===== config.mk =====
export PLATFORM = sky130hd
export DESIGN_NAME = bloom_filter_three_hash
export DESIGN_NICKNAME = d
export VERILOG_FILES = /design/src/rtl/bf3h_pkg.sv /design/src/rtl/bf3h_ram.sv /design/src/rtl/bf3h_front.sv /design/src/rtl/bf3h_queue.sv /design/src/rtl/bf3h_back.sv /design/src/rtl/bloom_filter_three_hash.sv
export SDC_FILE = /design/constraint.sdc
export NUM_CORES = 2
export LEC_CHECK = 0
export BUFFER_PORTS_ARGS = -buffer_cell sky130_fd_sc_hd__buf_2
export CORE_ASPECT_RATIO = 0.6
export CORE_MARGIN = 2
export CORE_UTILIZATION = 23
export DETAILED_ROUTE_END_ITERATION = 6
export PLACE_DENSITY = 0.41
export REMOVE_ABC_BUFFERS = 1
export SLEW_MARGIN = 20
export SYNTH_ARGS = -nofsm -noshare
export SYNTH_HDL_FRONTEND = slang
export SYNTH_HIERARCHICAL = 1
export SYNTH_SLANG_ARGS = --single-unit

===== constraint.sdc =====
create_clock -name clk -period 34.5 [get_ports clk]
set_input_delay 1.725 -clock clk [delete_from_list [all_inputs] [get_ports clk]]
set_output_delay 1.725 -clock clk [all_outputs]
set_load 0.02 [all_outputs]

===== src/rtl/bf3h_pkg.sv =====
`timescale 1ns / 1ps
// shared constants, payload types and states of the three-hash bloom filter
package bf3h_pkg;

	// filter store geometry
	localparam int MAX_BITS = 1024;
	localparam int IDX_W    = $clog2(MAX_BITS);
	localparam int M_W      = IDX_W + 1;

	// field and register widths
	localparam int FB_W      = 11;
	localparam int HC_W      = 4;
	localparam int CHAR_W    = 8;
	localparam int HASH_W    = 64;
	localparam int CFG_IDX_W = 2;
	localparam int CFG_W     = 11;

	// register reset values
	localparam logic [FB_W-1:0] FB_RESET = FB_W'(100);
	localparam logic [HC_W-1:0] HC_RESET = HC_W'(3);

	// register indexes
	localparam logic [CFG_IDX_W-1:0] REG_FILTER_BITS = CFG_IDX_W'(0);
	localparam logic [CFG_IDX_W-1:0] REG_HASH_COUNT  = CFG_IDX_W'(1);

	// op codes
	localparam logic OP_INSERT = 1'b0;
	localparam logic OP_QUERY  = 1'b1;

	// remainder unit: one digit of the hash per cycle
	localparam int NUM_HASH  = 3;
	localparam int HSEL_W    = 2;
	localparam int DIGIT_W   = 8;
	localparam int DIGITS    = HASH_W / DIGIT_W;
	localparam int DIG_CNT_W = $clog2(DIGITS);

	// job queue between front and back
	localparam int Q_DEPTH = 2;
	localparam int Q_PTR_W = (Q_DEPTH > 1) ? $clog2(Q_DEPTH) : 1;
	localparam int Q_CNT_W = $clog2(Q_DEPTH + 1);

	// input transaction
	typedef struct packed {
		logic                     op;
		logic signed [CHAR_W-1:0] key_char;
		logic                     key_last;
	} in_item_t;

	// output transaction
	typedef struct packed {
		logic done_op;
		logic found;
	} out_item_t;

	// finished key handed from front to back
	typedef struct packed {
		logic              op;
		logic [HASH_W-1:0] h_mul31;
		logic [HASH_W-1:0] h_rotadd;
		logic [HASH_W-1:0] h_mul17;
	} job_t;

	// back-end sequencer states
	typedef enum logic [2:0] {
		ST_CLEAR,
		ST_IDLE,
		ST_MOD,
		ST_PROBE,
		ST_WAIT,
		ST_DONE
	} back_state_t;

endpackage


===== src/rtl/bf3h_ram.sv =====
`timescale 1ns / 1ps
// generic single write port, single read port ram with registered read
module bf3h_ram #(
	parameter int WIDTH = 1,
	parameter int DEPTH = 1024
) (
	input  logic                             clk,
	input  logic                             we,
	input  logic [$clog2(DEPTH)-1:0]         waddr,
	input  logic [WIDTH-1:0]                 wdata,
	input  logic [$clog2(DEPTH)-1:0]         raddr,
	output logic [WIDTH-1:0]                 rdata
);

	logic [WIDTH-1:0] mem_q [DEPTH];

	// write and registered read
	always_ff @(posedge clk) begin
		if (we) begin
			mem_q[waddr] <= wdata;
		end
		rdata <= mem_q[raddr];
	end

endmodule


===== src/rtl/bf3h_front.sv =====
`timescale 1ns / 1ps
// front end: takes key characters, runs the three hashes, emits finished keys
module bf3h_front import bf3h_pkg::*; (
	input  logic     clk,
	input  logic     arst_n,
	input  logic     in_valid,
	output logic     in_stall,
	input  in_item_t in_data,
	input  logic     clearing,
	input  logic     q_full,
	output logic     push,
	output job_t     push_data
);

	logic [HASH_W-1:0] h_mul31_q;
	logic [HASH_W-1:0] h_rotadd_q;
	logic [HASH_W-1:0] h_mul17_q;
	logic [HASH_W-1:0] char_x;
	logic [HASH_W-1:0] n_mul31;
	logic [HASH_W-1:0] n_rotadd;
	logic [HASH_W-1:0] n_mul17;
	logic              accept;

	// hold off characters while the store clears or the queue is full
	assign in_stall = clearing | q_full;
	assign accept   = in_valid & ~in_stall;

	// next hash values, character sign-extended
	always_comb begin
		char_x   = HASH_W'(signed'(in_data.key_char));
		n_mul31  = (h_mul31_q << 5) - h_mul31_q + char_x;
		n_rotadd = (h_rotadd_q << 5) + (h_rotadd_q >> 27) + char_x;
		n_mul17  = (h_mul17_q << 4) + h_mul17_q + char_x;
	end

	// finished key goes to the queue
	assign push               = accept & in_data.key_last;
	assign push_data.op       = in_data.op;
	assign push_data.h_mul31  = n_mul31;
	assign push_data.h_rotadd = n_rotadd;
	assign push_data.h_mul17  = n_mul17;

	// running hashes, back to zero after the last character
	always_ff @(posedge clk or negedge arst_n) begin
		if (!arst_n) begin
			h_mul31_q  <= '0;
			h_rotadd_q <= '0;
			h_mul17_q  <= '0;
		end else if (accept) begin
			if (in_data.key_last) begin
				h_mul31_q  <= '0;
				h_rotadd_q <= '0;
				h_mul17_q  <= '0;
			end else begin
				h_mul31_q  <= n_mul31;
				h_rotadd_q <= n_rotadd;
				h_mul17_q  <= n_mul17;
			end
		end
	end

endmodule


===== src/rtl/bf3h_queue.sv =====
`timescale 1ns / 1ps
// short job queue between the hashing front end and the probing back end
module bf3h_queue import bf3h_pkg::*; (
	input  logic clk,
	input  logic arst_n,
	input  logic push,
	input  job_t push_data,
	output logic full,
	input  logic pop,
	output job_t head,
	output logic empty
);

	job_t               entry_q [Q_DEPTH];
	logic [Q_PTR_W-1:0] wr_ptr_q;
	logic [Q_PTR_W-1:0] rd_ptr_q;
	logic [Q_CNT_W-1:0] count_q;

	assign full  = (count_q == Q_CNT_W'(Q_DEPTH));
	assign empty = (count_q == '0);
	assign head  = entry_q[rd_ptr_q];

	// entry storage
	always_ff @(posedge clk) begin
		if (push && !full) begin
			entry_q[wr_ptr_q] <= push_data;
		end
	end

	// pointers and fill count
	always_ff @(posedge clk or negedge arst_n) begin
		if (!arst_n) begin
			wr_ptr_q <= '0;
			rd_ptr_q <= '0;
			count_q  <= '0;
		end else begin
			if (push && !full) begin
				wr_ptr_q <= (wr_ptr_q == Q_PTR_W'(Q_DEPTH - 1)) ? '0 : wr_ptr_q + 1'b1;
			end
			if (pop && !empty) begin
				rd_ptr_q <= (rd_ptr_q == Q_PTR_W'(Q_DEPTH - 1)) ? '0 : rd_ptr_q + 1'b1;
			end
			case ({push && !full, pop && !empty})
				2'b10:   count_q <= count_q + 1'b1;
				2'b01:   count_q <= count_q - 1'b1;
				default: count_q <= count_q;
			endcase
		end
	end

endmodule


===== src/rtl/bf3h_back.sv =====
`timescale 1ns / 1ps
// back end: clears the store, reduces hashes to indexes, probes and reports
module bf3h_back import bf3h_pkg::*; (
	input  logic            clk,
	input  logic            arst_n,
	input  logic [FB_W-1:0] filter_bits,
	input  logic [HC_W-1:0] hash_count,
	input  job_t            head,
	input  logic            q_empty,
	output logic            pop,
	output logic            clearing,
	output logic            out_valid,
	input  logic            out_stall,
	output out_item_t       out_data
);

	localparam int CMP_W = (FB_W > M_W) ? FB_W : M_W;

	back_state_t state_q, state_d;

	logic [IDX_W-1:0]     clr_cnt_q;
	logic                 op_q;
	logic [HASH_W-1:0]    h1_q;
	logic [HASH_W-1:0]    h2_q;
	logic [HASH_W-1:0]    work_q;
	logic [IDX_W-1:0]     rem_q;
	logic [IDX_W-1:0]     rem_c;
	logic [DIG_CNT_W-1:0] dig_q;
	logic [HSEL_W-1:0]    hsel_q;
	logic [IDX_W-1:0]     idx_q [NUM_HASH];
	logic [M_W-1:0]       m_q;
	logic [HC_W-1:0]      cnt_q;
	logic [HC_W-1:0]      probe_q;
	logic [HSEL_W-1:0]    pm_q;
	logic                 found_q;
	logic                 rd_pend_s1;
	logic                 out_valid_q;
	out_item_t            out_q;
	logic                 out_free;
	logic                 mod_last;
	logic                 probe_last;

	logic             ram_we;
	logic [IDX_W-1:0] ram_waddr;
	logic             ram_wdata;
	logic [IDX_W-1:0] ram_raddr;
	logic             ram_rdata;
	logic             rd_issue;

	// effective modulus: zero counts as one, large values saturate
	function automatic logic [M_W-1:0] eff_size(input logic [FB_W-1:0] fb);
		logic [CMP_W-1:0] fbx;
		fbx = CMP_W'(fb);
		if (fb == '0) begin
			return M_W'(1);
		end else if (fbx > CMP_W'(MAX_BITS)) begin
			return M_W'(MAX_BITS);
		end else begin
			return M_W'(fbx);
		end
	endfunction

	bf3h_ram #(
		.WIDTH(1),
		.DEPTH(MAX_BITS)
	) u_store (
		.clk   (clk),
		.we    (ram_we),
		.waddr (ram_waddr),
		.wdata (ram_wdata),
		.raddr (ram_raddr),
		.rdata (ram_rdata)
	);

	assign out_free   = ~out_valid_q | ~out_stall;
	assign mod_last   = (dig_q == DIG_CNT_W'(DIGITS - 1)) && (hsel_q == HSEL_W'(NUM_HASH - 1));
	assign probe_last = (probe_q == HC_W'(cnt_q - 1'b1));
	assign clearing   = (state_q == ST_CLEAR);
	assign out_valid  = out_valid_q;
	assign out_data   = out_q;

	// remainder step: one digit of restoring reduction
	always_comb begin
		logic [M_W-1:0] r;
		rem_c = rem_q;
		for (int b = 0; b < DIGIT_W; b++) begin
			r = {rem_c, work_q[HASH_W-1-b]};
			if (r >= m_q) begin
				r = r - m_q;
			end
			rem_c = r[IDX_W-1:0];
		end
	end

	// next state
	always_comb begin
		state_d = state_q;
		case (state_q)
			ST_CLEAR: begin
				if (clr_cnt_q == IDX_W'(MAX_BITS - 1)) state_d = ST_IDLE;
			end
			ST_IDLE: begin
				if (!q_empty) state_d = ST_MOD;
			end
			ST_MOD: begin
				if (mod_last) state_d = (cnt_q == '0) ? ST_DONE : ST_PROBE;
			end
			ST_PROBE: begin
				if (probe_last) state_d = (op_q == OP_QUERY) ? ST_WAIT : ST_DONE;
			end
			ST_WAIT: begin
				state_d = ST_DONE;
			end
			ST_DONE: begin
				if (out_free) state_d = ST_IDLE;
			end
			default: state_d = ST_CLEAR;
		endcase
	end

	// store port and queue controls
	always_comb begin
		ram_we    = 1'b0;
		ram_waddr = idx_q[pm_q];
		ram_wdata = 1'b1;
		ram_raddr = idx_q[pm_q];
		rd_issue  = 1'b0;
		pop       = 1'b0;
		case (state_q)
			ST_CLEAR: begin
				ram_we    = 1'b1;
				ram_waddr = clr_cnt_q;
				ram_wdata = 1'b0;
			end
			ST_IDLE: begin
				pop = ~q_empty;
			end
			ST_PROBE: begin
				ram_we   = (op_q == OP_INSERT);
				rd_issue = (op_q == OP_QUERY);
			end
			default: begin
			end
		endcase
	end

	// control registers
	always_ff @(posedge clk or negedge arst_n) begin
		if (!arst_n) begin
			state_q     <= ST_CLEAR;
			clr_cnt_q   <= '0;
			rd_pend_s1  <= 1'b0;
			out_valid_q <= 1'b0;
		end else begin
			state_q    <= state_d;
			rd_pend_s1 <= rd_issue;
			if (state_q == ST_CLEAR) begin
				clr_cnt_q <= clr_cnt_q + 1'b1;
			end
			if (state_q == ST_DONE && out_free) begin
				out_valid_q <= 1'b1;
			end else if (!out_stall) begin
				out_valid_q <= 1'b0;
			end
		end
	end

	// job datapath
	always_ff @(posedge clk) begin
		if (rd_pend_s1 && !ram_rdata) begin
			found_q <= 1'b0;
		end
		case (state_q)
			ST_IDLE: begin
				if (!q_empty) begin
					op_q    <= head.op;
					work_q  <= head.h_mul31;
					h1_q    <= head.h_rotadd;
					h2_q    <= head.h_mul17;
					m_q     <= eff_size(filter_bits);
					cnt_q   <= hash_count;
					rem_q   <= '0;
					dig_q   <= '0;
					hsel_q  <= '0;
					probe_q <= '0;
					pm_q    <= '0;
					found_q <= 1'b1;
				end
			end
			ST_MOD: begin
				if (dig_q == DIG_CNT_W'(DIGITS - 1)) begin
					idx_q[hsel_q] <= rem_c;
					rem_q         <= '0;
					dig_q         <= '0;
					hsel_q        <= hsel_q + 1'b1;
					work_q        <= (hsel_q == '0) ? h1_q : h2_q;
				end else begin
					rem_q  <= rem_c;
					dig_q  <= dig_q + 1'b1;
					work_q <= work_q << DIGIT_W;
				end
			end
			ST_PROBE: begin
				probe_q <= probe_q + 1'b1;
				pm_q    <= (pm_q == HSEL_W'(NUM_HASH - 1)) ? '0 : pm_q + 1'b1;
			end
			ST_DONE: begin
				if (out_free) begin
					out_q.done_op <= op_q;
					out_q.found   <= found_q;
				end
			end
			default: begin
			end
		endcase
	end

endmodule


===== src/rtl/bloom_filter_three_hash.sv =====
`timescale 1ns / 1ps
// Bloom filter with three running hashes, keys streamed one character a transaction.
// Input channel (in_valid/in_stall/in_data): op, signed key_char and key_last.
// Each character is hashed by the front end; on key_last the three
// hashes and the op go into a two-entry queue and the hashes return to zero.
// The back end takes one key at a time: it takes the key from the queue, then uses
// a shared remainder unit (three 64-bit hashes, one 8-bit digit a cycle) to turn the
// hashes into indexes, then probes the bit store hash_count times; a query also
// waits for its last read before the result register is loaded. Each result appears
// on out_valid/out_stall/out_data (done_op, found).
// The front end keeps taking characters while the back end works or a result
// waits, until the queue fills; a stalled result simply holds its register.
// Configuration: cfg_we writes cfg_wdata into filter_bits (index 0) or
// hash_count (index 1) at once; other indexes are ignored. Write only when idle.
// After reset the bit store is cleared, all 1024 bits at one bit a cycle, during
// which in_stall stays high; registers return to 100 and 3.
module bloom_filter_three_hash import bf3h_pkg::*; (
	input  logic                 clk,
	input  logic                 arst_n,
	input  logic                 in_valid,
	output logic                 in_stall,
	input  in_item_t             in_data,
	output logic                 out_valid,
	input  logic                 out_stall,
	output out_item_t            out_data,
	input  logic                 cfg_we,
	input  logic [CFG_IDX_W-1:0] cfg_index,
	input  logic [CFG_W-1:0]     cfg_wdata
);

	logic [FB_W-1:0] filter_bits_q;
	logic [HC_W-1:0] hash_count_q;
	logic            push;
	job_t            push_data;
	logic            q_full;
	logic            q_empty;
	logic            pop;
	job_t            head;
	logic            clearing;

	// configuration registers
	always_ff @(posedge clk or negedge arst_n) begin
		if (!arst_n) begin
			filter_bits_q <= FB_RESET;
			hash_count_q  <= HC_RESET;
		end else if (cfg_we) begin
			case (cfg_index)
				REG_FILTER_BITS: filter_bits_q <= cfg_wdata[FB_W-1:0];
				REG_HASH_COUNT:  hash_count_q  <= cfg_wdata[HC_W-1:0];
				default: begin
				end
			endcase
		end
	end

	bf3h_front u_front (
		.clk       (clk),
		.arst_n    (arst_n),
		.in_valid  (in_valid),
		.in_stall  (in_stall),
		.in_data   (in_data),
		.clearing  (clearing),
		.q_full    (q_full),
		.push      (push),
		.push_data (push_data)
	);

	bf3h_queue u_queue (
		.clk       (clk),
		.arst_n    (arst_n),
		.push      (push),
		.push_data (push_data),
		.full      (q_full),
		.pop       (pop),
		.head      (head),
		.empty     (q_empty)
	);

	bf3h_back u_back (
		.clk         (clk),
		.arst_n      (arst_n),
		.filter_bits (filter_bits_q),
		.hash_count  (hash_count_q),
		.head        (head),
		.q_empty     (q_empty),
		.pop         (pop),
		.clearing    (clearing),
		.out_valid   (out_valid),
		.out_stall   (out_stall),
		.out_data    (out_data)
	);

endmodule

* After elaboration in Yosys (flattened, before gate mapping)
Memories as Yosys holds them, arrays and structs flattened. A register that Yosys moved wholly into a read port is not among the register bits.
Cells that the tools add are included.
** Word-level totals
- Flip-flop bits (word level) :: 458
- Bits in latches :: 0
- Memory bits (writable) :: 1440
- ROM bits :: 0
- Input port bits :: 28
- Output and inout bits :: 4
- Word-level logic and storage cells :: 177
- Memories :: 3
** Cells by class
- Add/sub/neg operators :: 24
- $mul :: 0
- Divide/modulo/power cells :: 0
- Order comparisons :: 9
- Equal/unequal tests :: 21
- Shifts and indexed selects :: 0
- Muxes and demuxes :: 58
- Bitwise gates (word level) :: 9
- Reduce and logical (&&, ||, !) cells :: 26
** Memory list
- u_back.u_store.mem_q :: depth 1024, bits a word 1, read ports 1, clocked after memory_dff 1, wr ports 1, RTL line bf3h_ram.sv:15 : logic [WIDTH-1:0] mem_q [DEPTH];
- u_queue.entry_q :: depth 2, bits a word 193, read ports 1, clocked after memory_dff 0, wr ports 1, RTL line bf3h_queue.sv:14 : job_t entry_q [Q_DEPTH];
- u_back.idx_q :: depth 3, bits a word 10, read ports 1, clocked after memory_dff 1, wr ports 1, RTL line bf3h_back.sv:30 : logic [IDX_W-1:0] idx_q [NUM_HASH];
** Operator list (number)
- $mux 64 :: 6
- $add 64x64->64 :: 4
- $pmux 64 s2 :: 1
- $mux 10 :: 11
- $ge 11x11->1 :: 8
- $sub 10x10->10 :: 8
- $add 64x37->64 :: 1
- $sub 64x64->64 :: 1
- $mux 3 :: 8
- $pmux 10 s2 :: 1
- $mux 1 :: 18
- $pmux 3 s6 :: 1
- $ne 2x1->1 const B :: 6
- $pmux 2 s2 :: 3
- $reduce_and 2->1 :: 6
- $gt 11x11->1 const B :: 1
- $logic_not 11->1 :: 1
- $mux 11 :: 1
- $add 10x1->10 const B :: 1
- $eq 10x10->1 const B :: 1
- $eq 3x3->1 const B :: 3
- $eq 2x2->1 const B :: 4
- $mux 2 :: 4
- $pmux 4 s2 :: 1
- 26 further kinds :: 47

* Longest topological paths before layout
- Depth in word-level cells :: 18
- Gate-level depth with buffers :: 77
- Depth with buffers taken out :: 69

* Cells and area by module
The synthesis kept the hierarchy.
** By module, submodules not included
- bf3h_ram :: times used 1, cells each 3112, area an instance 44656.6 um2, sequential area each 30769.5 um2
- bf3h_front :: times used 1, cells each 2510, area an instance 22337.7 um2, sequential area each 4804.6 um2
- bf3h_back :: times used 1, cells each 1530, area an instance 16468.3 um2, sequential area each 8272.9 um2
- bf3h_queue :: times used 1, cells each 619, area an instance 14791.7 um2, sequential area each 11691.2 um2
- bloom_filter_three_hash :: times used 1, cells each 33, area an instance 581.8 um2, sequential area each 381.6 um2

* Worst setup path after synthesis
OpenSTA, ideal clock, no wires.
- Kind :: register -> register
- From :: register u_back.state_q[1]
- To :: memory u_back.u_store.mem_q[491], enable pin
- Library setup time :: 0.254 ns
- Arrival time :: 21.539 ns
- Required time :: 34.246 ns
- Path slack :: 12.707 ns
- Cell stages (with the launch flop) :: 10
- Path buffers :: 4
- Period minus slack after synthesis :: 21.793 ns
- Path through :: dfrtp_1 > clkbuf_1 > or3_1 > clkbuf_1 > buf_1 > o21ai_0 > and3_1 > nand2_1 > clkbuf_1 > nor2_1
** Between the ends
- Longest elaborated chain between the ends :: 4
- Elaborated cells on any way between the ends :: 6
- Those cells by class :: eq/ne: 1; mux: 4; reduce/logical: 1
** RTL lines
- from (decl) :: RTL line bf3h_back.sv:19 : back_state_t state_q, state_d;
- from (signal assigned) :: RTL line bf3h_back.sv:155 : state_q <= state_d;
- $eq 3x2->1 or $logic_not 3->1 (tied branches) :: RTL line bf3h_back.sv:129 : case (state_q)
- $pmux 1 s2 (*) :: RTL line bf3h_back.sv:129
- via u_back.ram_we :: RTL line bf3h_back.sv:43 : logic ram_we;
- $mux 1 (*) :: RTL line bf3h_ram.sv:19 : if (we) begin
- $mux 1 (not written as such) (*) :: RTL line bf3h_ram.sv:20 : mem_q[waddr] <= wdata;
- to (decl) :: RTL line bf3h_ram.sv:15
The timed path passes the listed nets; every way through them passes the cells marked *.

* Final worst setup path
- From :: register u_back.m_q[2]
- To :: register u_back.rem_q[1], data pin
** Between the ends
- Longest elaborated chain between the ends :: 18
- Elaborated cells on any way between the ends :: 26
- Those cells by class :: add/sub: 8; order compare: 8; mux: 10
** RTL lines
- from (decl) :: RTL line bf3h_back.sv:31 : logic [M_W-1:0] m_q;
- from (signal assigned) :: RTL line bf3h_back.sv:180 : m_q <= eff_size(filter_bits);
- $sub 10x10->10 or $ge 11x11->1 (tied branches) :: RTL line bf3h_back.sv:89, bf3h_back.sv:88
- $mux 10 :: RTL line bf3h_back.sv:88 : if (r >= m_q) begin
- $sub 10x10->10 or $ge 11x11->1 (tied branches) :: RTL line bf3h_back.sv:89, bf3h_back.sv:88
- $mux 10 :: RTL line bf3h_back.sv:88
- $sub 10x10->10 or $ge 11x11->1 (tied branches) :: RTL line bf3h_back.sv:89, bf3h_back.sv:88
- $mux 10 :: RTL line bf3h_back.sv:88
- $sub 10x10->10 or $ge 11x11->1 (tied branches) :: RTL line bf3h_back.sv:89, bf3h_back.sv:88
- $mux 10 :: RTL line bf3h_back.sv:88
- (+3 left out)
- $mux 10 :: RTL line bf3h_back.sv:88
- $ge 11x11->1 or $sub 10x10->10 (tied branches) :: RTL line bf3h_back.sv:88, bf3h_back.sv:89
- $mux 10 :: RTL line bf3h_back.sv:88
- $sub 10x10->10 or $ge 11x11->1 (tied branches) :: RTL line bf3h_back.sv:89, bf3h_back.sv:88
- $mux 10 (*) :: RTL line bf3h_back.sv:88
- via u_back.rem_c[1] :: RTL line bf3h_back.sv:27 : logic [IDX_W-1:0] rem_c;
- $mux 10 (*) :: RTL line bf3h_back.sv:191 : if (dig_q == DIG_CNT_W'(DIGITS - 1)) begin
- $pmux 10 s2 (*) :: RTL line bf3h_back.sv:173 : case (state_q)
- to (signal assigned) :: RTL line bf3h_back.sv:198 : rem_q <= rem_c;
- to (decl) :: RTL line bf3h_back.sv:26 : logic [IDX_W-1:0] rem_q;
Marked as above.
A chain may end at the register's enable or synchronous reset.

==> metrics.cfg <==
[cts]
cts_tree = built
clockRootBuffer = clkbuf_16
postCtsHoldBufs = 0
cts_made_buffers = 184
clock_sinks = 1901
post-cts-setup-buffers = 0
path_clk_slew_ps = 60
htreeDepth = 4
clock_latency_ps = 850
clk_path_buf_depth = 4
post_cts_resized = 0

[worst_setup_path]
crit_arrival_ps = 19870
crit_type = reg2reg
required_ps = 35120
cp_top_family = compound AO/OA/AOI/OAI gates
cp_slowest_cell = nor2_1
crit_path_max_fanout = 19
max_stage_delay_ps = 830
start_kind = flop
critPathBufInv = 5
cp-end-kind = flop
path_common_cell = ha_1

[final_layout]
mostFrequentLayoutCells = 1,671 x edfxtp_1, 1,285 x nor2_1, 386 x nand2_1
final_common_cell = edfxtp_1
fillers = 44300
area_growth_pct = 12.3
finalNetCount = 8155
fin_util_pct = 25.9
drive_above_1_share_pct = 13.2

[synth]
synth_ff_type = edfxtp_1
ys_ff_latch = 1901
synth_edf_count = 1671
syn_area_um2 = 98800
yosys_warnings = 6
synth_cell_types = 128
ys_seq_area_share_pct = 56.6
syn_inst = 7804
post_synth.cell_area_avg_um2 = 12.7
synthArstFlopShare_pct = 11.9

[die]
placementRows = 186
die_y_um = 512
ios = 32
die_x_um = 850
die_area_um2 = 435000
initial_core_util_pct = 23.1
coreArea_um2 = 428000

[global_route]
grt_max_degree = 263
antenna_found_initial = 19
grt_overflow = 0
grt_pass1_vias = 63000
gr-usage-all-layers_pct = 14.0
grt_first_pass_wirelength_um = 457000

[timing]
finalHoldViolations = 0
fin_crit_ps = 19250
setup_viol = 0
max_freq_mhz = 52.0
slew_violations = 0
finalCritPeriodShare_pct = 55.8
rsz0062_at_grt = false
worstMarginPinSlew_ps = 1330
finClkSkew_ps = 86.3
slew_headroom_pct = 11.4

[routing]
wl_per_cell_um = 23.3
ant_nets = 0
wl_um = 315000
drtIter0Drc = 5886
vias_per_cell = 4.67
vias = 63100
drc = 0
first_pass_iters = 6

[place]
dp.final_hpwl_um = 202000
port_buffers = 31
gp_congestion = 0.852

[run_status]
outcome = finished clean

[flow_run]
max_cap_violations = 0

[min_path]
hp-class = reg2reg

-- path summary, 6_finish.rpt --
path / depth (start not counted) / start / end / slack [ps]
max reg2reg: 62 / u_back/m_q[2] / u_back/rem_q[1] / 15250
min in group asynchronous: 1 / arst_n / u_front/h_rotadd_q[3] / 940
min reg2reg: 2 / u_back/u_store/rdata / u_back/found_q / 450
max: 62 / u_back/m_q[2] / u_back/rem_q[1] / 15250
max in group asynchronous: 3 / arst_n / u_front/h_mul31_q[56] / 31390
min: 2 / u_back/u_store/rdata / u_back/found_q / 450
-- cells in the mapped netlist (88+ instances only) --
library cell  count  share of area (%)
nand3_1          88               0.45
ha_1            323                4.1
dfrtp_1         221                5.6
mux4_2          200                4.6
a22o_1          175                1.6
fa_1            160                3.2
a21o_1          131                1.0
o21ai_0         250                1.3
clkbuf_1        325                1.2
mux2_4          161                2.4
inv_1           322                1.2
nor2_1         1289                4.9
xnor2_1         167                1.5
a21oi_1         364                1.8
nand2_1         418                1.6
xor2_1           92               0.82
mux2i_1         212                2.1
edfxtp_1       1671                 51
-- logic make-up after synthesis --
kind of cell | after synthesis | share of synthesized area [%]
buffers and inverters | 829 | 3.70
XOR/XNOR | 259 | 2.30
multiplexers | 658 | 10.3
adder cells (fa/ha/maj) | 483 | 7.33
AND/OR/NAND/NOR | 2216 | 9.64
AO/OA/AOI/OAI | 1458 | 10.1
flip-flops | 1901 | 56.6
-- worst register-to-register path: cells and delay by family, from the launching register on --
family / cells / cell delay (ps)
buf+inv: 5 / 930
fa+ha+maj: 8 / 2810
compound gates: 29 / 8550
flops: 1 / 350
simple gates: 16 / 4400
mux: 4 / 1940
-- final cells by class --
| type | instances | area, µm² | share of cell area, % |
|---|---|---|---|
| flip-flops and latches | 1901 | 55900 | 50.4 |
| inverters | 326 | 1230 | 1.11 |
| clock inverters | 93 | 900 | 0.810 |
| multi-input cells | 5074 | 39600 | 35.7 |
| repair buffers | 157 | 1230 | 1.11 |
| clock buffers | 230 | 4920 | 4.43 |
| diodes | 5 | 12.5 | 0.0113 |
| well taps | 5734 | 7170 | 6.46 |
-- metrics by stage --
stage | setup WS (ps) | std cells | TNS [ps] | area, µm² | hold slack [ps]
floorplan | -5730 | 7301 | -4678370 | 96400 | 402
global placement | 15520 | 13200 | 0 | 105000 | 428
detailed placement | 15590 | 13200 | 0 | 105000 | 433
CTS | 15500 | 13500 | 0 | 111000 | 462
global route | 14010 | 13500 | 0 | 111000 | 484
finish | 15250 | 13500 | 0 | 111000 | 454
-- metal layers --
layer / wire, µm / GRT usage (%) / vias to the layer above
li1: - / - / 28500
met1: 163000 / 22.3 / 32700
met2: 130000 / 20.3 / 1622
met3: 16400 / 1.97 / 303
met4: 5080 / 2.22 / 0
met5: 0 / 0 / -
-- state kept, by name, indices dropped and copies added, names as in the netlist, 10 cells and up, named ones only --
signal and cells:
u_back/work_q 64, filter_bits_q 11, u_back/h1_q 64, u_back/m_q 11, u_back/h2_q 64, u_back/idx_q 30, u_back/u_store/mem_q 1024, u_front/h_mul17_q 64
u_front/h_mul31_q 64, u_queue/entry_q 386, u_back/clr_cnt_q 10, u_front/h_rotadd_q 64, u_back/rem_q 10
Power is not shown: default switching activity piles up to over one toggle a cycle in this logic, so the estimate is an artifact.
